===== src/ws2812_pixel_serializer_defines.svh =====
// Assertion helpers used by the serializer back end.
`ifndef WS2812_PIXEL_SERIALIZER_DEFINES_SVH
`define WS2812_PIXEL_SERIALIZER_DEFINES_SVH

// Check that a condition implies another in the same cycle.
`define WPS_ASSERT_IMP(lbl, clk, rstn, ante, cons, msg) \
    lbl: assert property (@(posedge clk) disable iff (!rstn) (ante) |-> (cons)) \
        else $error(msg);

// Check that a condition implies another in the following cycle.
`define WPS_ASSERT_NEXT(lbl, clk, rstn, ante, cons, msg) \
    lbl: assert property (@(posedge clk) disable iff (!rstn) (ante) |=> (cons)) \
        else $error(msg);

`endif


===== src/wps_pkg.sv =====
package wps_pkg;

    // Number of colour bits in one pixel word
    localparam int COLOR_BITS = 24;
    localparam int TICK_W     = 8;
    localparam int CFG_IDX_W  = 2;

    // Tick register defaults
    localparam logic [TICK_W-1:0] ONE_HIGH_RST  = 8'd40;
    localparam logic [TICK_W-1:0] ONE_LOW_RST   = 8'd22;
    localparam logic [TICK_W-1:0] ZERO_HIGH_RST = 8'd20;
    localparam logic [TICK_W-1:0] ZERO_LOW_RST  = 8'd42;

    typedef enum logic {
        MODE_LOAD = 1'b0,
        MODE_TICK = 1'b1
    } mode_t;

    typedef enum logic [CFG_IDX_W-1:0] {
        CFG_ONE_HIGH  = 2'd0,
        CFG_ONE_LOW   = 2'd1,
        CFG_ZERO_HIGH = 2'd2,
        CFG_ZERO_LOW  = 2'd3
    } cfg_index_t;

    // Classified command passed from the front end to the back end
    typedef struct packed {
        logic                  is_load;
        logic [COLOR_BITS-1:0] grb;
    } cmd_t;

    // A zero tick count behaves as one tick
    function automatic logic [TICK_W-1:0] at_least_one(input logic [TICK_W-1:0] v);
        return (v == '0) ? TICK_W'(1) : v;
    endfunction

endpackage


===== src/wps_in_if.sv =====
interface wps_in_if;
    logic       valid;
    logic       ready;
    logic       mode;
    logic [7:0] red;
    logic [7:0] green;
    logic [7:0] blue;

    modport source (output valid, output mode, output red, output green, output blue,
                    input ready);
    modport sink (input valid, input mode, input red, input green, input blue,
                  output ready);
endinterface


===== src/wps_out_if.sv =====
interface wps_out_if;
    logic valid;
    logic ready;
    logic line_level;
    logic busy_res;
    logic load_dropped;
    logic pixel_done;

    modport source (output valid, output line_level, output busy_res,
                    output load_dropped, output pixel_done, input ready);
    modport sink (input valid, input line_level, input busy_res,
                  input load_dropped, input pixel_done, output ready);
endinterface


===== src/wps_cfg_if.sv =====
interface wps_cfg_if;
    logic       valid;
    logic       ready;
    logic [1:0] index;
    logic [7:0] data;

    modport source (output valid, output index, output data, input ready);
    modport sink (input valid, input index, input data, output ready);
endinterface


===== src/wps_front.sv =====
module wps_front (
    wps_in_if.sink          pixel_in,
    output logic            push_valid,
    input  logic            push_ready,
    output wps_pkg::cmd_t   push_cmd
);

    // Take a word whenever the queue has room
    assign pixel_in.ready = push_ready;
    assign push_valid     = pixel_in.valid;

    // Decode the mode and pack the colour bytes in send order
    always_comb
    begin
        push_cmd.is_load = (wps_pkg::mode_t'(pixel_in.mode) == wps_pkg::MODE_LOAD);
        push_cmd.grb     = {pixel_in.green, pixel_in.red, pixel_in.blue};
    end

endmodule


===== src/wps_queue.sv =====
module wps_queue (
    input  logic            clk,
    input  logic            rst_n,
    input  logic            push_valid,
    output logic            push_ready,
    input  wps_pkg::cmd_t   push_cmd,
    output logic            pop_valid,
    input  logic            pop_ready,
    output wps_pkg::cmd_t   pop_cmd
);

    localparam int DEPTH = 2;
    localparam int PTR_W = $clog2(DEPTH);
    localparam int CNT_W = $clog2(DEPTH + 1);

    wps_pkg::cmd_t     mem_reg [DEPTH];
    logic [PTR_W-1:0]  wr_ptr_reg;
    logic [PTR_W-1:0]  wr_ptr_next;
    logic [PTR_W-1:0]  rd_ptr_reg;
    logic [PTR_W-1:0]  rd_ptr_next;
    logic [CNT_W-1:0]  count_reg;
    logic [CNT_W-1:0]  count_next;
    logic              push;
    logic              pop;

    assign push_ready = (count_reg != CNT_W'(DEPTH));
    assign pop_valid  = (count_reg != '0);
    assign pop_cmd    = mem_reg[rd_ptr_reg];
    assign push       = push_valid && push_ready;
    assign pop        = pop_valid && pop_ready;

    // Advance pointers and occupancy
    always_comb
    begin
        wr_ptr_next = push ? PTR_W'(wr_ptr_reg + 1'b1) : wr_ptr_reg;
        rd_ptr_next = pop ? PTR_W'(rd_ptr_reg + 1'b1) : rd_ptr_reg;
        count_next  = count_reg;
        if (push && !pop)
        begin
            count_next = CNT_W'(count_reg + 1'b1);
        end
        else if (pop && !push)
        begin
            count_next = CNT_W'(count_reg - 1'b1);
        end
    end

    always_ff @(posedge clk or negedge rst_n)
    begin
        if (!rst_n)
        begin
            wr_ptr_reg <= '0;
            rd_ptr_reg <= '0;
            count_reg  <= '0;
        end
        else
        begin
            wr_ptr_reg <= wr_ptr_next;
            rd_ptr_reg <= rd_ptr_next;
            count_reg  <= count_next;
        end
    end

    // Store the pushed word
    always_ff @(posedge clk)
    begin
        if (push)
        begin
            mem_reg[wr_ptr_reg] <= push_cmd;
        end
    end

endmodule


===== src/wps_back.sv =====
`include "ws2812_pixel_serializer_defines.svh"

module wps_back #(
    parameter int BITS_PER_PIXEL = 24
) (
    input  logic            clk,
    input  logic            rst_n,
    input  logic            pop_valid,
    output logic            pop_ready,
    input  wps_pkg::cmd_t   pop_cmd,
    wps_cfg_if.sink         cfg,
    wps_out_if.source       result_out
);

    localparam int BL_W = $clog2(BITS_PER_PIXEL + 1);
    localparam int TW   = wps_pkg::TICK_W;

    // Tick registers
    logic [TW-1:0] one_high_reg;
    logic [TW-1:0] one_low_reg;
    logic [TW-1:0] zero_high_reg;
    logic [TW-1:0] zero_low_reg;

    // Waveform state
    logic [BITS_PER_PIXEL-1:0] shift_reg;
    logic [BITS_PER_PIXEL-1:0] shift_next;
    logic [BL_W-1:0]           bits_left_reg;
    logic [BL_W-1:0]           bits_left_next;
    logic [BL_W-1:0]           bits_dec;
    logic                      high_reg;
    logic                      high_next;
    logic [TW-1:0]             count_reg;
    logic [TW-1:0]             count_next;
    logic [TW-1:0]             count_dec;
    logic                      sending_reg;
    logic                      sending_next;
    logic                      dropped;
    logic                      done;
    logic                      take;
    logic [BITS_PER_PIXEL-1:0] load_word;

    // Result register
    logic out_valid_reg;
    logic line_level_reg;
    logic busy_res_reg;
    logic load_dropped_reg;
    logic pixel_done_reg;

    assign pop_ready = !out_valid_reg || result_out.ready;
    assign take      = pop_valid && pop_ready;
    assign cfg.ready = 1'b1;

    assign load_word = BITS_PER_PIXEL'(pop_cmd.grb) << (BITS_PER_PIXEL - wps_pkg::COLOR_BITS);
    assign count_dec = (count_reg != '0) ? TW'(count_reg - 1'b1) : '0;
    assign bits_dec  = (bits_left_reg != '0) ? BL_W'(bits_left_reg - 1'b1) : '0;

    // Apply one command to the waveform state
    always_comb
    begin
        shift_next     = shift_reg;
        bits_left_next = bits_left_reg;
        high_next      = high_reg;
        count_next     = count_reg;
        sending_next   = sending_reg;
        dropped        = 1'b0;
        done           = 1'b0;
        if (take)
        begin
            if (pop_cmd.is_load)
            begin
                if (sending_reg)
                begin
                    dropped = 1'b1;
                end
                else
                begin
                    shift_next     = load_word;
                    bits_left_next = BL_W'(BITS_PER_PIXEL);
                    sending_next   = 1'b1;
                    high_next      = 1'b1;
                    count_next     = wps_pkg::at_least_one(
                        pop_cmd.grb[wps_pkg::COLOR_BITS-1] ? one_high_reg : zero_high_reg);
                end
            end
            else if (sending_reg)
            begin
                count_next = count_dec;
                if (count_dec == '0)
                begin
                    if (high_reg)
                    begin
                        high_next  = 1'b0;
                        count_next = wps_pkg::at_least_one(
                            shift_reg[BITS_PER_PIXEL-1] ? one_low_reg : zero_low_reg);
                    end
                    else
                    begin
                        shift_next     = shift_reg << 1;
                        bits_left_next = bits_dec;
                        if (bits_dec == '0)
                        begin
                            sending_next = 1'b0;
                            high_next    = 1'b0;
                            count_next   = '0;
                            done         = 1'b1;
                        end
                        else
                        begin
                            high_next  = 1'b1;
                            count_next = wps_pkg::at_least_one(
                                shift_reg[BITS_PER_PIXEL-2] ? one_high_reg : zero_high_reg);
                        end
                    end
                end
            end
        end
    end

    // Hold the waveform state
    always_ff @(posedge clk or negedge rst_n)
    begin
        if (!rst_n)
        begin
            shift_reg     <= '0;
            bits_left_reg <= '0;
            high_reg      <= 1'b0;
            count_reg     <= '0;
            sending_reg   <= 1'b0;
        end
        else
        begin
            shift_reg     <= shift_next;
            bits_left_reg <= bits_left_next;
            high_reg      <= high_next;
            count_reg     <= count_next;
            sending_reg   <= sending_next;
        end
    end

    // Write tick registers
    always_ff @(posedge clk or negedge rst_n)
    begin
        if (!rst_n)
        begin
            one_high_reg  <= wps_pkg::ONE_HIGH_RST;
            one_low_reg   <= wps_pkg::ONE_LOW_RST;
            zero_high_reg <= wps_pkg::ZERO_HIGH_RST;
            zero_low_reg  <= wps_pkg::ZERO_LOW_RST;
        end
        else if (cfg.valid)
        begin
            case (wps_pkg::cfg_index_t'(cfg.index))
                wps_pkg::CFG_ONE_HIGH:  one_high_reg  <= cfg.data;
                wps_pkg::CFG_ONE_LOW:   one_low_reg   <= cfg.data;
                wps_pkg::CFG_ZERO_HIGH: zero_high_reg <= cfg.data;
                wps_pkg::CFG_ZERO_LOW:  zero_low_reg  <= cfg.data;
                default:
                begin
                end
            endcase
        end
    end

    // Advance the result register
    always_ff @(posedge clk or negedge rst_n)
    begin
        if (!rst_n)
        begin
            out_valid_reg <= 1'b0;
        end
        else if (pop_ready)
        begin
            out_valid_reg <= pop_valid;
        end
    end

    always_ff @(posedge clk)
    begin
        if (take)
        begin
            line_level_reg   <= sending_next && high_next;
            busy_res_reg     <= sending_next;
            load_dropped_reg <= dropped;
            pixel_done_reg   <= done;
        end
    end

    assign result_out.valid        = out_valid_reg;
    assign result_out.line_level   = line_level_reg;
    assign result_out.busy_res     = busy_res_reg;
    assign result_out.load_dropped = load_dropped_reg;
    assign result_out.pixel_done   = pixel_done_reg;

    `WPS_ASSERT_IMP(a_high_only_sending, clk, rst_n, high_reg, sending_reg, "high phase while idle")
    `WPS_ASSERT_IMP(a_idle_clear, clk, rst_n, !sending_reg, (bits_left_reg == '0) && (count_reg == '0), "idle state not clear")
    `WPS_ASSERT_IMP(a_count_live, clk, rst_n, sending_reg, (count_reg != '0) && (bits_left_reg != '0), "phase or bit count empty while sending")
    `WPS_ASSERT_NEXT(a_load_starts, clk, rst_n, take && pop_cmd.is_load && !sending_reg, sending_reg && high_reg, "accepted load did not start high phase")

endmodule


===== src/ws2812_pixel_serializer.sv =====
// Single-wire WS2812 serializer. A load word (mode 0) starts a pixel if the
// block is idle, otherwise it is dropped and flagged; tick words (mode 1) step
// the waveform. Bits go out green, red, blue, MSB first, each a high pulse then
// a low pulse whose tick counts come from the four config registers (zero acts
// as one). Every input word yields exactly one result word. The block takes one
// word per clock while results are being taken; each word passes through the
// two-entry command queue and then the registered state update in the back
// end before its result appears. Config writes are taken at any time but are
// meant for idle periods.
module ws2812_pixel_serializer #(
    parameter int BITS_PER_PIXEL = 24
) (
    input  logic      clk,
    input  logic      rst_n,
    wps_in_if.sink    pixel_in,
    wps_cfg_if.sink   cfg,
    wps_out_if.source result_out
);

    logic          push_valid;
    logic          push_ready;
    wps_pkg::cmd_t push_cmd;
    logic          pop_valid;
    logic          pop_ready;
    wps_pkg::cmd_t pop_cmd;

    wps_front u_front (
        .pixel_in   (pixel_in),
        .push_valid (push_valid),
        .push_ready (push_ready),
        .push_cmd   (push_cmd)
    );

    wps_queue u_queue (
        .clk        (clk),
        .rst_n      (rst_n),
        .push_valid (push_valid),
        .push_ready (push_ready),
        .push_cmd   (push_cmd),
        .pop_valid  (pop_valid),
        .pop_ready  (pop_ready),
        .pop_cmd    (pop_cmd)
    );

    wps_back #(
        .BITS_PER_PIXEL (BITS_PER_PIXEL)
    ) u_back (
        .clk        (clk),
        .rst_n      (rst_n),
        .pop_valid  (pop_valid),
        .pop_ready  (pop_ready),
        .pop_cmd    (pop_cmd),
        .cfg        (cfg),
        .result_out (result_out)
    );

endmodule


===== src/flat_wrapper.sv =====
// flat-port wrapper written by rule: the top's interface ports become plain ports
module ws2812_pixel_serializer_flat 
#(
    parameter int BITS_PER_PIXEL = 24
)
  (clk, rst_n, pixel_in_valid, pixel_in_mode, pixel_in_red, pixel_in_green, pixel_in_blue, pixel_in_ready, cfg_valid, cfg_index, cfg_data, cfg_ready, result_out_valid, result_out_line_level, result_out_busy_res, result_out_load_dropped, result_out_pixel_done, result_out_ready);
  wps_in_if pixel_in_i ();
  wps_cfg_if cfg_i ();
  wps_out_if result_out_i ();
  input  logic clk;
  input  logic rst_n;
  input wire logic [$bits(pixel_in_i.valid)-1:0] pixel_in_valid;
  input wire logic [$bits(pixel_in_i.mode)-1:0] pixel_in_mode;
  input wire logic [$bits(pixel_in_i.red)-1:0] pixel_in_red;
  input wire logic [$bits(pixel_in_i.green)-1:0] pixel_in_green;
  input wire logic [$bits(pixel_in_i.blue)-1:0] pixel_in_blue;
  output wire logic [$bits(pixel_in_i.ready)-1:0] pixel_in_ready;
  input wire logic [$bits(cfg_i.valid)-1:0] cfg_valid;
  input wire logic [$bits(cfg_i.index)-1:0] cfg_index;
  input wire logic [$bits(cfg_i.data)-1:0] cfg_data;
  output wire logic [$bits(cfg_i.ready)-1:0] cfg_ready;
  output wire logic [$bits(result_out_i.valid)-1:0] result_out_valid;
  output wire logic [$bits(result_out_i.line_level)-1:0] result_out_line_level;
  output wire logic [$bits(result_out_i.busy_res)-1:0] result_out_busy_res;
  output wire logic [$bits(result_out_i.load_dropped)-1:0] result_out_load_dropped;
  output wire logic [$bits(result_out_i.pixel_done)-1:0] result_out_pixel_done;
  input wire logic [$bits(result_out_i.ready)-1:0] result_out_ready;
  assign pixel_in_i.valid = pixel_in_valid;
  assign pixel_in_i.mode = pixel_in_mode;
  assign pixel_in_i.red = pixel_in_red;
  assign pixel_in_i.green = pixel_in_green;
  assign pixel_in_i.blue = pixel_in_blue;
  assign pixel_in_ready = pixel_in_i.ready;
  assign cfg_i.valid = cfg_valid;
  assign cfg_i.index = cfg_index;
  assign cfg_i.data = cfg_data;
  assign cfg_ready = cfg_i.ready;
  assign result_out_valid = result_out_i.valid;
  assign result_out_line_level = result_out_i.line_level;
  assign result_out_busy_res = result_out_i.busy_res;
  assign result_out_load_dropped = result_out_i.load_dropped;
  assign result_out_pixel_done = result_out_i.pixel_done;
  assign result_out_i.ready = result_out_ready;
  ws2812_pixel_serializer #(.BITS_PER_PIXEL(BITS_PER_PIXEL)) u_core (.clk(clk), .rst_n(rst_n), .pixel_in(pixel_in_i), .cfg(cfg_i), .result_out(result_out_i));
endmodule

===== config.mk =====
export PLATFORM = sky130hd
export DESIGN_NAME = ws2812_pixel_serializer_flat
export DESIGN_NICKNAME = d
export VERILOG_FILES = /design/src/wps_pkg.sv /design/src/wps_in_if.sv /design/src/wps_out_if.sv /design/src/wps_cfg_if.sv /design/src/wps_front.sv /design/src/wps_queue.sv /design/src/wps_back.sv /design/src/ws2812_pixel_serializer.sv /design/src/flat_wrapper.sv
export VERILOG_INCLUDE_DIRS = /design/src /design/src/src
export SDC_FILE = /design/constraint.sdc
export NUM_CORES = 1
export LEC_CHECK = 0
export ABC_AREA = 1
export BUFFER_PORTS_ARGS = -buffer_cell sky130_fd_sc_hd__buf_2
export CAP_MARGIN = 10
export CORE_MARGIN = 2
export CORE_UTILIZATION = 54
export DETAILED_ROUTE_END_ITERATION = 10
export PLACE_DENSITY_LB_ADDON = 0.05
export REMOVE_ABC_BUFFERS = 1
export SETUP_SLACK_MARGIN = 0.05
export SYNTH_ARGS = -nofsm -noshare
export SYNTH_HDL_FRONTEND = slang
export SYNTH_SLANG_ARGS = --single-unit
export TNS_END_PERCENT = 5

===== constraint.sdc =====
create_clock -name clk -period 2.1 [get_ports clk]
set_input_delay 0.315 -clock clk [delete_from_list [all_inputs] [get_ports clk]]
set_output_delay 0.315 -clock clk [all_outputs]
set_load 0.05 [all_outputs]

# Word level (Yosys, flattened, before mapping)
# Memory sizes are Yosys's and may differ from the RTL's.
# Index checks and enable logic that the tools add are counted.
[word_totals] ff_bits=80 ram_bits=50 in_bits=40 out_inout_bits=7 word_cells=103 memories=1
[op_classes] add_sub_neg=6 eq_ne=6 n_mux=42 n_bitwise=3 n_reduce_logical=28
[mem_list] name="u_core.u_queue.mem_reg" depth=2 word_bits=25 rd=1 rd_clocked_by_memory_dff=0 wr=1 line_no="wps_queue.sv:16" text="wps_pkg::cmd_t mem_reg [DEPTH];"
[op_table] cell="24-bit two-way mux" n=5
[op_table] cell="8-bit two-way mux" n=13
[op_table] cell="8-bit zero test" n=4
[op_table] cell="5-bit two-way mux" n=6
[op_table] cell="1-bit two-way mux" n=16
[op_table] cell="2-bit AND reduction" n=4
[op_table] cell="2-bit nonzero test" n=4
[op_table] cell="8-bit nonzero test" n=1
[op_table] cell="8-bit by 1-bit subtractor with 8-bit output (second input constant)" n=1
[op_table] cell="1-bit logical AND" n=5
[op_table] cell="5-bit zero test" n=1
[op_table] cell="5-bit AND reduction" n=1
[op_table] cell="5-bit nonzero test" n=1
[op_table] cell="5-bit by 1-bit subtractor with 5-bit output (second input constant)" n=1
[op_table] cell="2-bit equality test (second input constant)" n=2
[op_table] cell="2-bit two-way mux" n=2
[op_table] cell="2-bit != test (second input constant)" n=2
[op_table] cell="4-bit OR reduction" n=1
[op_table] cell="1-bit zero test" n=3
[op_table] cell="1-bit NOT" n=3
[op_table] cell="3-bit AND reduction" n=1
[op_table] cell="1-bit adder (second input constant)" n=2
[op_table] cell="2-bit by 1-bit adder with 2-bit output (second input constant)" n=1
[op_table] cell="2-bit by 1-bit equality test with 1-bit output (second input constant)" n=1
[op_table] cell="4 further kinds" n=4

# Longest topological paths before layout
# Gate-level depths: netlist (run 1).
[logic_depth] ltp_word=10 depth_mapped=16 depth_no_buf=14

# By module
# Synthesis (run 1) repeated with hierarchy kept, for this count alone.
[unflattened] hier_cells=701 hier_area_um2=6424.9
[by_module_without_submodules] module="wps_back" n_inst=1 cells_per_inst=515 area_per_inst_um2=4141.5 seq_area_each_um2=1934.4
[by_module_without_submodules] module="wps_queue" n_inst=1 cells_per_inst=159 area_per_inst_um2=2084.5 seq_area_each_um2=1601.5
[by_module_without_submodules] module="wps_front" n_inst=1 cells_per_inst=27 area_per_inst_um2=198.9 seq_area_each_um2=0.0

# Worst setup path before layout (run 1)
# OpenSTA, ideal clock, no wires.
[synth_path] kind="reg-to-reg" startpoint="register u_core.u_queue.count_reg[0]" endpoint="memory u_core.u_queue.mem_reg[1][0] (netlist bit) (enable)" setup_time_ps=408 arrival_time_ps=2039 required_time_ps=1692 path_slack_ps=-347 path_stages_with_launch=5 path_buffers=0 synth_period_minus_slack_ps=2447 cell_sequence="dfrtp_1 -> inv_2 -> nand2_1 -> nand2_1 -> nor2_1"
[synth_between] elab_chain_cells=4
[synth_lines] element="from (decl)" line_no="wps_queue.sv:21" text="logic [CNT_W-1:0] count_reg;"
[synth_lines] element="from (signal assigned)" line_no="wps_queue.sv:60" text="count_reg <= count_next;"
[synth_lines] element="2-bit != test" line_no="wps_queue.sv:26" text="assign push_ready = (count_reg != CNT_W'(DEPTH));"
[synth_lines] element="via pixel_in_ready" line_no="flat_wrapper.sv:17" text="output wire logic [$bits(pixel_in_i.ready)-1:0] pixel_in_ready;"
[synth_lines] element="1-bit logical AND" line_no="wps_queue.sv:29" text="assign push = push_valid && push_ready;"
[synth_lines] element="1-bit two-way mux" line_no="wps_queue.sv:67" text="if (push)"
[synth_lines] element="1-bit two-way mux (not written as such)" line_no="wps_queue.sv:69" text="mem_reg[wr_ptr_reg] <= push_cmd;"
[synth_lines] element="to (decl)" line_no="wps_queue.sv:16"
# The timed path passes the listed nets, and every way through them passes these cells.

# Worst setup path after layout (run 1)
[layout_path] startpoint="register u_core.u_back.count_reg[1]" endpoint="register u_core.u_back.line_level_reg (netlist: u_core.u_back.result_out.line_level), data pin"
[layout_between] elab_chain_cells=8 elab_cells_between_ends=13 classes_between="1 x add/sub; 9 x mux; 3 x reduce/logical"
[layout_lines] element="from (decl)" line_no="wps_back.sv:32" text="logic [TW-1:0] count_reg;"
[layout_lines] element="from (signal assigned)" line_no="wps_back.sv:135" text="count_reg <= count_next;"
[layout_lines] element="8-bit by 1-bit subtractor with 8-bit output or 8-bit nonzero test (tied branches)" line_no="wps_back.sv:54" text="assign count_dec = (count_reg != '0) ? TW'(count_reg - 1'b1) : '0;"
[layout_lines] element="8-bit two-way mux *" line_no="wps_back.sv:54"
[layout_lines] element="8-bit zero test *" line_no="wps_back.sv:88" text="if (count_dec == '0)"
[layout_lines] element="1-bit two-way mux" line_no="wps_back.sv:88"
[layout_lines] element="1-bit two-way mux" line_no="wps_back.sv:85" text="else if (sending_reg)"
[layout_lines] element="1-bit two-way mux" line_no="wps_back.sv:69" text="if (pop_cmd.is_load)"
[layout_lines] element="1-bit two-way mux" line_no="wps_back.sv:67" text="if (take)"
[layout_lines] element="1-bit logical AND *" line_no="wps_back.sv:181" text="line_level_reg <= sending_next && high_next;"
[layout_lines] element="to (signal assigned)" line_no="wps_back.sv:181"
[layout_lines] element="to (decl)" line_no="wps_back.sv:44" text="logic line_level_reg;"
# Mark *: on every way between the ends. The rest lies on a longest branch, timed or not.
# A chain may end at the register's enable or synchronous reset.

==> results of run 1 <==
[layout make-up]
class / count / area share [%]
Timing Repair Buffer: 82 / 7.69
Multi-Input combinational cell: 487 / 31.4
Clock buffer: 24 / 6.52
Inverter: 64 / 3.24
Sequential cell: 130 / 47.7
Tap cell: 143 / 2.42
Clock inverter: 8 / 1.03
[power groups by stage]
stage	registers [mW]	logic (mW)	clock network, mW
2_1_floorplan	4.01	2.88	0
3_3_place_gp	3.95	4.28	0
3_5_place_dp	3.96	4.35	0
4_1_cts	3.93	4.61	2.81
5_1_grt	4.02	5.30	2.92
6_report	3.93	4.70	2.74
[cells in the final DEF, fill, tap and decap left out, types with 24 or more instances in the layout]
cell type,count
dfrtp_1,66
buf_4,32
nand3_1,46
a31oi_1,24
nand2_1,230
o21ai_0,56
nor2_1,54
inv_1,56
edfxtp_1,54
buf_2,44
[critical path: cells and delay by family, from the launching register on]
family | cells | cell delay, ns
AND/OR/NAND/NOR | 9 | 0.91
flip-flops | 1 | 0.38
buffers and inverters | 3 | 0.34
XOR/XNOR | 1 | 0.18
[routing by layer]
layer / vias to the layer above / GRT usage, % / part of all wire (%)
met4: 0 / 10.0 / 2.7
met2: 97 / 38.7 / 50
li1: 2455 / - / -
met3: 26 / 6.34 / 3.6
met5: - / 0 / 0
met1: 2248 / 26.7 / 43
[worst max path at each step]
stage | startpoint | to | slack [ns] | cells past startpoint
6_report | u_core.u_back.count_reg[1] | u_core.u_back.result_out.line_level | 0.03 | 13
5_1_grt | u_core.u_back.count_reg[1] | u_core.u_back.result_out.line_level | -0.08 | 14
4_1_cts | u_core.u_back.bits_left_reg[0] | u_core.u_back.result_out.busy_res | 0.04 | 11
3_5_place_dp | u_core.u_back.count_reg[1] | u_core.u_back.shift_reg[22] | -0.04 | 15
3_3_place_gp | u_core.u_back.count_reg[0] | u_core.u_back.shift_reg[23] | 0.03 | 15
2_1_floorplan | u_core.u_queue.rd_ptr_reg | u_core.u_back.bits_left_reg[0] | -1.84 | 9
[repair_timing]
item / in CTS / in global routing
hold buffers: 1 / 0
hold endpoints to repair: 20 / 0
pin swaps: 8 / 12
resized for setup: 11 / 22
buffers inserted: 9 / 3
setup endpoints to repair: 31 / 42
cloned: 1 / 0
[cell families (layout without fill, tap and decap cells)]
family                     after synthesis  count (layout)  synth area share [%]
and+or+nand+nor                        369             369                  24.9
DFF                                    130             130                  57.2
AOI/OAI and AO/OA                      103             103                  8.95
buffers and inverters                   95             178                  6.60
xor gates and xnor gates                 6               6                 0.850
adders and majority gates                4               4                 0.810
muxes                                    4               4                 0.648
other                                    1               1                0.0607
==> results.py, run 1 <==
metrics = {
    "clocking": {
        "cts_sinks": 130,
        "clk-insertion-delay-late_ns": 0.41,
        "htreeDepth": 4,
        "cts_made_buffers": 17,
        "cts_root_buf": "clkbuf_16",
        "cts_tree": "built",
        "path_clk_slew_ns": 0.06,
        "clockBufferDepth": 2,
    },
    "placement": {
        "gp_congestion": 0.853,
        "dp_hpwl_um": 8460,
        "io_buffer_count": 45,
        "post_dp_cell_area_sq_um": 6640,
        "dp_cells": 892,
        "place_ws_ns": -0.0387,
    },
    "layout": {
        "n_fill_cell": 920,
        "diodes": 0,
        "final_core_util_pct": 65.7,
        "final_area_sq_um": 7410,
        "largest_register_ffs": 50,
        "nets": 826,
        "multi_input_area_sq_um": 2320,
        "seqCellArea_sq_um": 3540,
        "stdcell_count": 938,
        "area_growth_pct": 19.8,
        "drive_gt1_share_pct": 20.6,
    },
    "sta": {
        "fin_worst_skew_ns": 0.00651,
        "worst_pin_slew_ns": 0.595,
        "holdWs_ns": 0.0885,
        "fmax_mhz": 484,
        "setup_ws_ns": 0.0337,
        "fin_crit_ns": 2.07,
        "maxSlewViolCount": 0,
        "hold_viol": 0,
        "fin_tns_setup_ns": 0,
        "timing.slew.headroom_pct": 60.4,
        "post-route-period-util_pct": 98.4,
        "setup_viol": 0,
        "rsz0062_at_grt": "yes",
    },
    "synth": {
        "synthFlopType": "dfrtp_1",
        "yosys-top-cells-area": "dfrtp_1 (27%), edfxtp_1 (26%), nand2_1 (14%), o21ai_0 (5.3%), dfstp_2 (4.3%)",
        "synth_area_leader_cell": "dfrtp_1",
        "ys_warn_count": 0,
        "yosysMostFrequentCell": "nand2_1",
        "synth_seq_cells": 130,
        "synth_edf_count": 54,
        "synth_cells": 712,
        "netlist_area_sq_um": 6180,
        "synth.avg_cell_area_sq_um": 8.68,
        "async_flop_share_pct": 58.5,
        "netlist.area_leader.share_pct": 26.7,
        "ys_types": 33,
        "synth_top_cells_by_count": "nand2_1 (235), dfrtp_1 (66), o21ai_0 (65), inv_1 (59), nor2_1 (58)",
        "ys_seq_area_share_pct": 57.2,
    },
    "setup_path": {
        "r2r_setup_slack_ns": 0.03,
        "crit_chain": "buf_4, nor2_1, nand2_1, xor2_1, nand2_1, nand2_1, nor2_2, and2_4, buf_6, buf_4, nand4_1, nand2_1, nor2_1",
        "reg2reg_to": "u_core.u_back.result_out.line_level",
        "rr_worst_depth": 13,
        "arrival_ns": 2.23,
        "crit_type": "flip-flop to flip-flop",
        "worst_setup_path_start_kind": "flip-flop",
        "cpPeakStageDelay_ns": 0.38,
        "crit_required_ns": 2.26,
        "cp-end-kind": "flip-flop",
        "cp_slowest_cell": "dfrtp_1",
        "cp_max_fo": 3,
        "path_common_cell": "nand2_1",
        "rr_startpoint": "u_core.u_back.count_reg[1]",
    },
    "global_routing": {
        "track_usage_pct": 22.6,
        "antenna_found_initial": 0,
        "grt-ovfl-total": 0,
        "grt_max_degree": 63,
        "grt_pass1_wl_um": 22100,
        "grt_pass1_vias": 4853,
    },
    "route": {
        "drt_pass1_iterations": 5,
        "drt_iter0_drc": 304,
        "viasPerCell": 5.14,
        "drc": 0,
        "wirelength_um": 12900,
        "vias": 4826,
        "wl_per_cell_um": 13.7,
        "drtAntennaViolNets": 0,
    },
    "die": {
        "fp.dieW_um": 111,
        "die-area_sq_um": 12300,
        "core_area_sq_um": 11300,
        "pin_count": 47,
        "rows": 39,
        "initial_utilization_pct": 54.8,
        "fp.dieH_um": 111,
    },
    "min_path": {
        "min_from": "pixel_in_red[0]",
        "worstHoldPathType": "primary input to flip-flop",
        "hold_depth": 1,
        "min_delay_worst_endpoint": "u_core.u_queue.mem_reg[1][8]",
    },
    "power": {
        "max-vdd-ir-drop_v": 0.00120,
        "power_density_nw_per_um2": 1540,
        "power_leakage_nw": 3.50,
        "p_clk_share_pct": 24.1,
        "p_sw_share_pct": 39.1,
        "p_seq_share_pct": 34.6,
        "p_comb_share_pct": 41.3,
        "cell_internal_pwr_mw": 6.93,
        "finalPower_mw": 11.4,
        "switching_power_mw": 4.44,
    },
    "job": {
        "max-cap-violations": 0,
    },
    "outcome": {
        "outcome": "finished clean",
    },
}
Power figures use the tool's default switching activity.
==> run 2: changes to the inputs <==
- ABC_AREA: 1 -> default
- CORE_UTILIZATION: 54 -> 38
==> run 2 against run 1 <==
Compared with the run above:
- the flow now finishes with violations (setup timing)
- design area up 2.2%
- clock power up 3%
- die area up 36%
- clock-buffer cell count down 2
- sequential power down 9.2%
- via count down 14%
- largest cell class unchanged
- largest power group is now registers
- highest routed layer unchanged
==> results.py, run 2 <==
metrics = {
    "global_routing": {
        "track_usage_pct": 17.4,
        "grt_pass1_wl_um": 22200,
        "grt_max_degree": 45,
        "grt-ovfl-total": 0,
        "antenna_found_initial": 0,
        "grt_pass1_vias": 4258,
    },
    "setup_path": {
        "crit_type": "flip-flop to flip-flop",
        "cp_max_fo": 16,
        "worstSetupEndpoint": "u_core.u_back.shift_reg[18]",
        "rr_worst_depth": 10,
        "crit_start": "u_core.u_back.count_reg[0]",
        "reg2reg_to": "u_core.u_back.shift_reg[18]",
        "worst_setup_path_start_kind": "flip-flop",
        "rr_startpoint": "u_core.u_back.count_reg[0]",
        "r2r_setup_slack_ns": -0.02,
        "cp-end-kind": "flip-flop",
        "arrival_ns": 2.41,
        "crit_required_ns": 2.39,
    },
    "sta": {
        "post-route-period-util_pct": 101,
        "fin_worst_skew_ns": 0.00640,
        "maxSlewViolCount": 0,
        "holdWs_ns": 0.0863,
        "setup_ws_ns": -0.0232,
        "rsz0062_at_grt": "yes",
        "fin_crit_ns": 2.12,
        "fmax_mhz": 471,
        "hold_viol": 0,
        "setup_viol": 17,
    },
    "clocking": {
        "path_clk_slew_ns": 0.06,
        "clockBufferDepth": 2,
        "cts_root_buf": "clkbuf_16",
        "clk-insertion-delay-late_ns": 0.41,
        "cts_sinks": 130,
        "htreeDepth": 4,
        "cts_made_buffers": 17,
        "cts_tree": "built",
    },
    "die": {
        "fp.dieH_um": 130,
        "die-area_sq_um": 16800,
        "rows": 45,
        "pin_count": 47,
        "core_area_sq_um": 15300,
        "initial_utilization_pct": 39.1,
        "fp.dieW_um": 130,
    },
    "route": {
        "drtAntennaViolNets": 0,
        "drt_iter0_drc": 231,
        "drc": 0,
        "wirelength_um": 13300,
        "wl_per_cell_um": 16.4,
        "vias": 4135,
        "viasPerCell": 5.08,
        "drt_pass1_iterations": 4,
    },
    "synth": {
        "synth_cells": 497,
        "yosysMostFrequentCell": "dfrtp_1",
        "synth_edf_count": 54,
        "synth_top_cells_by_count": "dfrtp_1 (66), edfxtp_1 (54), mux2_2 (51), nand2_1 (44), nor2_1 (38)",
        "async_flop_share_pct": 58.5,
        "netlist.area_leader.share_pct": 27.6,
        "netlist_area_sq_um": 5990,
        "ys_warn_count": 0,
        "ys_types": 56,
        "synth_area_leader_cell": "dfrtp_1",
        "synth.avg_cell_area_sq_um": 12.0,
        "yosys-top-cells-area": "dfrtp_1 (28%), edfxtp_1 (27%), mux2_2 (9.6%), mux2i_1 (5.2%), dfstp_2 (4.4%)",
        "synthFlopType": "dfrtp_1",
        "synth_seq_cells": 130,
        "ys_seq_area_share_pct": 59.1,
    },
    "power": {
        "p_sw_share_pct": 32.4,
        "p_clk_share_pct": 30.1,
        "cell_internal_pwr_mw": 6.33,
        "max-vdd-ir-drop_v": 0.000648,
        "power_density_nw_per_um2": 1240,
        "p_comb_share_pct": 31.7,
        "p_seq_share_pct": 38.1,
        "power_leakage_nw": 3.07,
        "switching_power_mw": 3.03,
    },
    "layout": {
        "area_growth_pct": 26.4,
        "diodes": 0,
        "mostFrequentLayoutCells": "dfrtp_1 (66), edfxtp_1 (54), mux2_2 (51)",
        "final_core_util_pct": 49.4,
        "nets": 634,
        "largest_register_ffs": 50,
        "n_fill_cell": 1401,
        "final_common_cell": "dfrtp_1",
        "drive_gt1_share_pct": 35.5,
    },
    "placement": {
        "dp_hpwl_um": 8880,
        "place_ws_ns": -0.123,
        "io_buffer_count": 45,
        "gp_congestion": 0.780,
    },
    "min_path": {
        "worstHoldPathType": "primary input to flip-flop",
    },
    "outcome": {
        "outcome": "finished, violations left",
        "violations": "setup timing",
    },
    "job": {
        "max-cap-violations": 0,
    },
}
==> run 2: cell types whose count changed after synthesis, moves of 21 or more <==
cell | before | now
inv_1 | 59 | 13
nand2_1 | 235 | 44
a21oi_1 | 11 | 32
mux2_2 | 0 | 51
mux2i_1 | 4 | 31
a31oi_1 | 24 | 3
nand3_1 | 48 | 5
o22ai_1 | 0 | 30
o21ai_0 | 65 | 6
==> run 2: worst min path at each step <==
stage	start	end	slack, ns	depth (start not counted)
2_1_floorplan	rst_n	u_core.u_back.bits_left_reg[0]	0.02	0
3_3_place_gp	rst_n	u_core.u_back.one_low_reg[7]	0.29	1
3_5_place_dp	rst_n	u_core.u_back.one_low_reg[7]	0.30	1
4_1_cts	pixel_in_green[3]	u_core.u_queue.mem_reg[0][19]	0.07	1
5_1_grt	pixel_in_red[7]	u_core.u_queue.mem_reg[0][15]	0.06	1
6_report	pixel_in_green[3]	u_core.u_queue.mem_reg[0][19]	0.09	1
==> run 2: layout make-up <==
cell class              instances  area, sq um  share of cell area, %
well taps                     211          264                   3.49
repair buffers                 97          706                   9.33
flip-flops and latches        130         3540                   46.7
clock inverters                10          113                   1.49
inverters                      14         52.6                  0.694
multi-input cells             330         2450                   32.4
clock buffers                  22          444                   5.87
==> run 2: timing repair <==
action / in CTS / in global routing
hold endpoints to repair: 27 / 0
setup buffers: 0 / 2
pin swaps: 5 / 12
endpoints found under the setup margin: 38 / 42
hold buffers: 1 / 0
gates resized for setup: 21 / 14
==> run 2: critical path, cell delays in order (launching register included) <==
cell and delay [ns]:
dfrtp_1 0.42, inv_2 0.10, ha_4 0.16, inv_2 0.05
o41ai_4 0.32, o311ai_2 0.16, buf_4 0.18, nor3_4 0.21
buf_6 0.16, buf_12 0.14, o22ai_1 0.09
==> run 2: metal layers <==
| metal | global-route usage [%] | vias up | routed length (um) | part of all wire (%) |
|---|---|---|---|---|
| met2 | 28.5 | 62 | 6490 | 49 |
| met3 | 4.38 | 16 | 413 | 3.1 |
| met1 | 22.2 | 2018 | 6210 | 47 |
| met5 | 0 | - | 0 | 0 |
| met4 | 6.83 | 0 | 217 | 1.6 |
| li1 | - | 2039 | - | - |
==> run 2: cells by family after synthesis <==
group | synth area share (%)
buffers and inverters | 2.57
flip-flops | 59.1
other | 0.0626
adder cells (fa/ha/maj) | 0.836
AO/OA/AOI/OAI | 10.8
XOR/XNOR | 1.02
AND/OR/NAND/NOR | 10.8
multiplexers | 14.8
==> run 2: power by group through the flow <==
stage	registers (mW)	clock network (mW)	logic (mW)
3_3_place_gp	3.59	0	2.84
5_1_grt	3.64	3.01	3.29
2_1_floorplan	3.77	0	1.64
3_5_place_dp	3.61	0	2.85
4_1_cts	3.57	2.89	2.94
6_report	3.57	2.82	2.97
==> run 2: through the flow <==
step                cells  cell area [sq um]  setup TNS, ns  power [mW]
floorplan             474               5880        -127.74        5.41
global placement      779               6820          -1.32        6.43
detailed placement    779               6820          -3.15        6.46
CTS                   812               7480              0        9.40
global route          814               7570          -3.30        9.94
finish                814               7570         -0.206        9.37
==> run 3: changes to the inputs <==
- CTS_BUF_LIST: default -> sky130_fd_sc_hd__clkbuf_16
==> run 3 against run 2 <==
Compared with the run above:
- the flow still finishes with violations (setup timing)
- worst setup slack gained 0.0041 ns
- sequential power is essentially flat
- design area is essentially flat
- flip-flop and latch count is the same
- clock skew is essentially flat
==> results.py, run 3 (synthesized netlist as in run 2, its figures left out) <==
metrics = {
    "outcome": {
        "outcome": "finished, violations left",
        "violations": "setup timing",
    },
    "clocking": {
        "cts_root_buf": "clkbuf_16",
        "path_clk_slew_ns": 0.06,
        "cts_tree": "built",
        "cts_made_buffers": 17,
        "clk-insertion-delay-late_ns": 0.41,
        "htreeDepth": 4,
        "clockBufferDepth": 2,
        "cts_sinks": 130,
    },
    "job": {
        "max-cap-violations": 0,
    },
    "placement": {
        "gp_congestion": 0.780,
        "dp_hpwl_um": 8880,
        "io_buffer_count": 45,
    },
    "setup_path": {
        "crit_required_ns": 2.39,
        "crit_type": "flip-flop to flip-flop",
        "path_common_cell": "inv_2",
        "cpPeakStageDelay_ns": 0.42,
        "path_buf_inv": 5,
        "cp_top_family": "buffers and inverters",
        "cp-end-kind": "flip-flop",
        "crit_chain": "inv_2, ha_4, inv_2, o41ai_4, o311ai_2, buf_4, nor3_4, buf_6, buf_12, o22ai_1",
        "cp_max_fo": 16,
        "arrival_ns": 2.41,
        "cp_slowest_cell": "dfrtp_1",
        "worst_setup_path_start_kind": "flip-flop",
    },
    "layout": {
        "area_growth_pct": 26.5,
        "final_common_cell": "dfrtp_1",
        "largest_register_ffs": 50,
        "nets": 634,
        "mostFrequentLayoutCells": "dfrtp_1 (66), edfxtp_1 (54), mux2_2 (51)",
        "n_fill_cell": 1401,
        "diodes": 0,
        "drive_gt1_share_pct": 35.7,
    },
    "route": {
        "drt_iter0_drc": 239,
        "wl_per_cell_um": 16.4,
        "drtAntennaViolNets": 0,
        "wirelength_um": 13300,
        "drc": 0,
        "vias": 4149,
        "viasPerCell": 5.10,
        "drt_pass1_iterations": 4,
    },
    "sta": {
        "holdWs_ns": 0.0865,
        "hold_viol": 0,
        "fmax_mhz": 472,
        "fin_crit_ns": 2.12,
        "setup_ws_ns": -0.0191,
        "rsz0062_at_grt": "yes",
        "setup_viol": 17,
        "maxSlewViolCount": 0,
        "fin_worst_skew_ns": 0.00649,
        "post-route-period-util_pct": 101,
    },
    "min_path": {
        "worstHoldPathType": "primary input to flip-flop",
    },
    "power": {
        "power_density_nw_per_um2": 1230,
        "max-vdd-ir-drop_v": 0.000645,
        "power_leakage_nw": 3.09,
        "finalPower_mw": 9.35,
    },
    "die": {
        "die-area_sq_um": 16800,
        "pin_count": 47,
        "core_area_sq_um": 15300,
        "initial_utilization_pct": 39.1,
        "fp.dieW_um": 130,
        "fp.dieH_um": 130,
        "rows": 45,
    },
    "global_routing": {
        "grt_pass1_vias": 4266,
        "track_usage_pct": 17.4,
        "grt_max_degree": 45,
        "antenna_found_initial": 0,
        "grt_pass1_wl_um": 22200,
        "grt-ovfl-total": 0,
    },
}
## run 3: cell count changes in the layout (fill, tap and decap cells not counted), sizes merged
| cell | delta |
|---|---|
| inv | +5 |
| clkbuf | -5 |
## run 3: stage by stage
stage	cells	util [%]	TNS, ns	cell area (sq um)	worst slack (ns)
detailed placement	779	44.5	-3.15	6820	-0.123
floorplan	474	-	-127.74	5880	-3.65
global route	814	49.5	-3.31	7570	-0.152
CTS	812	48.9	0	7480	0.00199
global placement	779	44.5	-1.32	6820	-0.0625
finish	814	49.5	-0.195	7570	-0.0191
## run 3: area by class of cell
cell class	count	area, sq um	area share (%)
multi-input cells	330	2460	32.5
flip-flops and latches	130	3540	46.7
repair buffers	97	706	9.32
clock buffers	17	425	5.62
well taps	211	264	3.49
clock inverters	15	131	1.73
inverters	14	52.6	0.694
## run 3: final timing paths
path                                              startpoint                              to  slack, ns  cells after the start
worst max-delay path              u_core.u_back.count_reg[0]     u_core.u_back.shift_reg[16]      -0.02                     10
worst min-delay path                       pixel_in_green[3]   u_core.u_queue.mem_reg[0][19]       0.09                      1
worst max register to register    u_core.u_back.count_reg[0]     u_core.u_back.shift_reg[16]      -0.02                     10
worst min register to register  u_core.u_back.one_low_reg[6]    u_core.u_back.one_low_reg[6]       0.50                      1
max in group asynchronous                              rst_n  u_core.u_back.zero_high_reg[2]       1.06                      3
min in group asynchronous                              rst_n    u_core.u_back.one_low_reg[7]       0.39                      2
## run 3: routing by layer
layer | global-route usage (%) | share of wire (%) | vias up
li1 | - | - | 2040
met5 | 0 | 0 | -
met3 | 4.38 | 3.1 | 15
met1 | 22.2 | 47 | 2028
met4 | 6.83 | 1.5 | 0
met2 | 28.6 | 49 | 66
## run 3: worst register-to-register path: stages, from the launching register on
cell	delay, ns
dfrtp_1	0.42
inv_2	0.10
ha_4	0.16
inv_2	0.05
o41ai_4	0.32
o311ai_2	0.16
buf_4	0.18
nor3_4	0.21
buf_6	0.16
buf_12	0.15
o22ai_1	0.09
## run 3: power breakdown
part / switching (mW) / internal (mW)
Combinational: 1.66 / 1.32
Sequential: 0.297 / 3.27
Clock: 1.08 / 1.72
## run 3: what timing repair did
action | in CTS | in global routing
hold buffers | 1 | 0
cloned | 0 | 0
pin swaps | 5 | 13
endpoints found under the setup margin | 38 | 42
hold endpoints to repair | 27 | 0
resized for setup | 22 | 14
setup buffers | 0 | 2
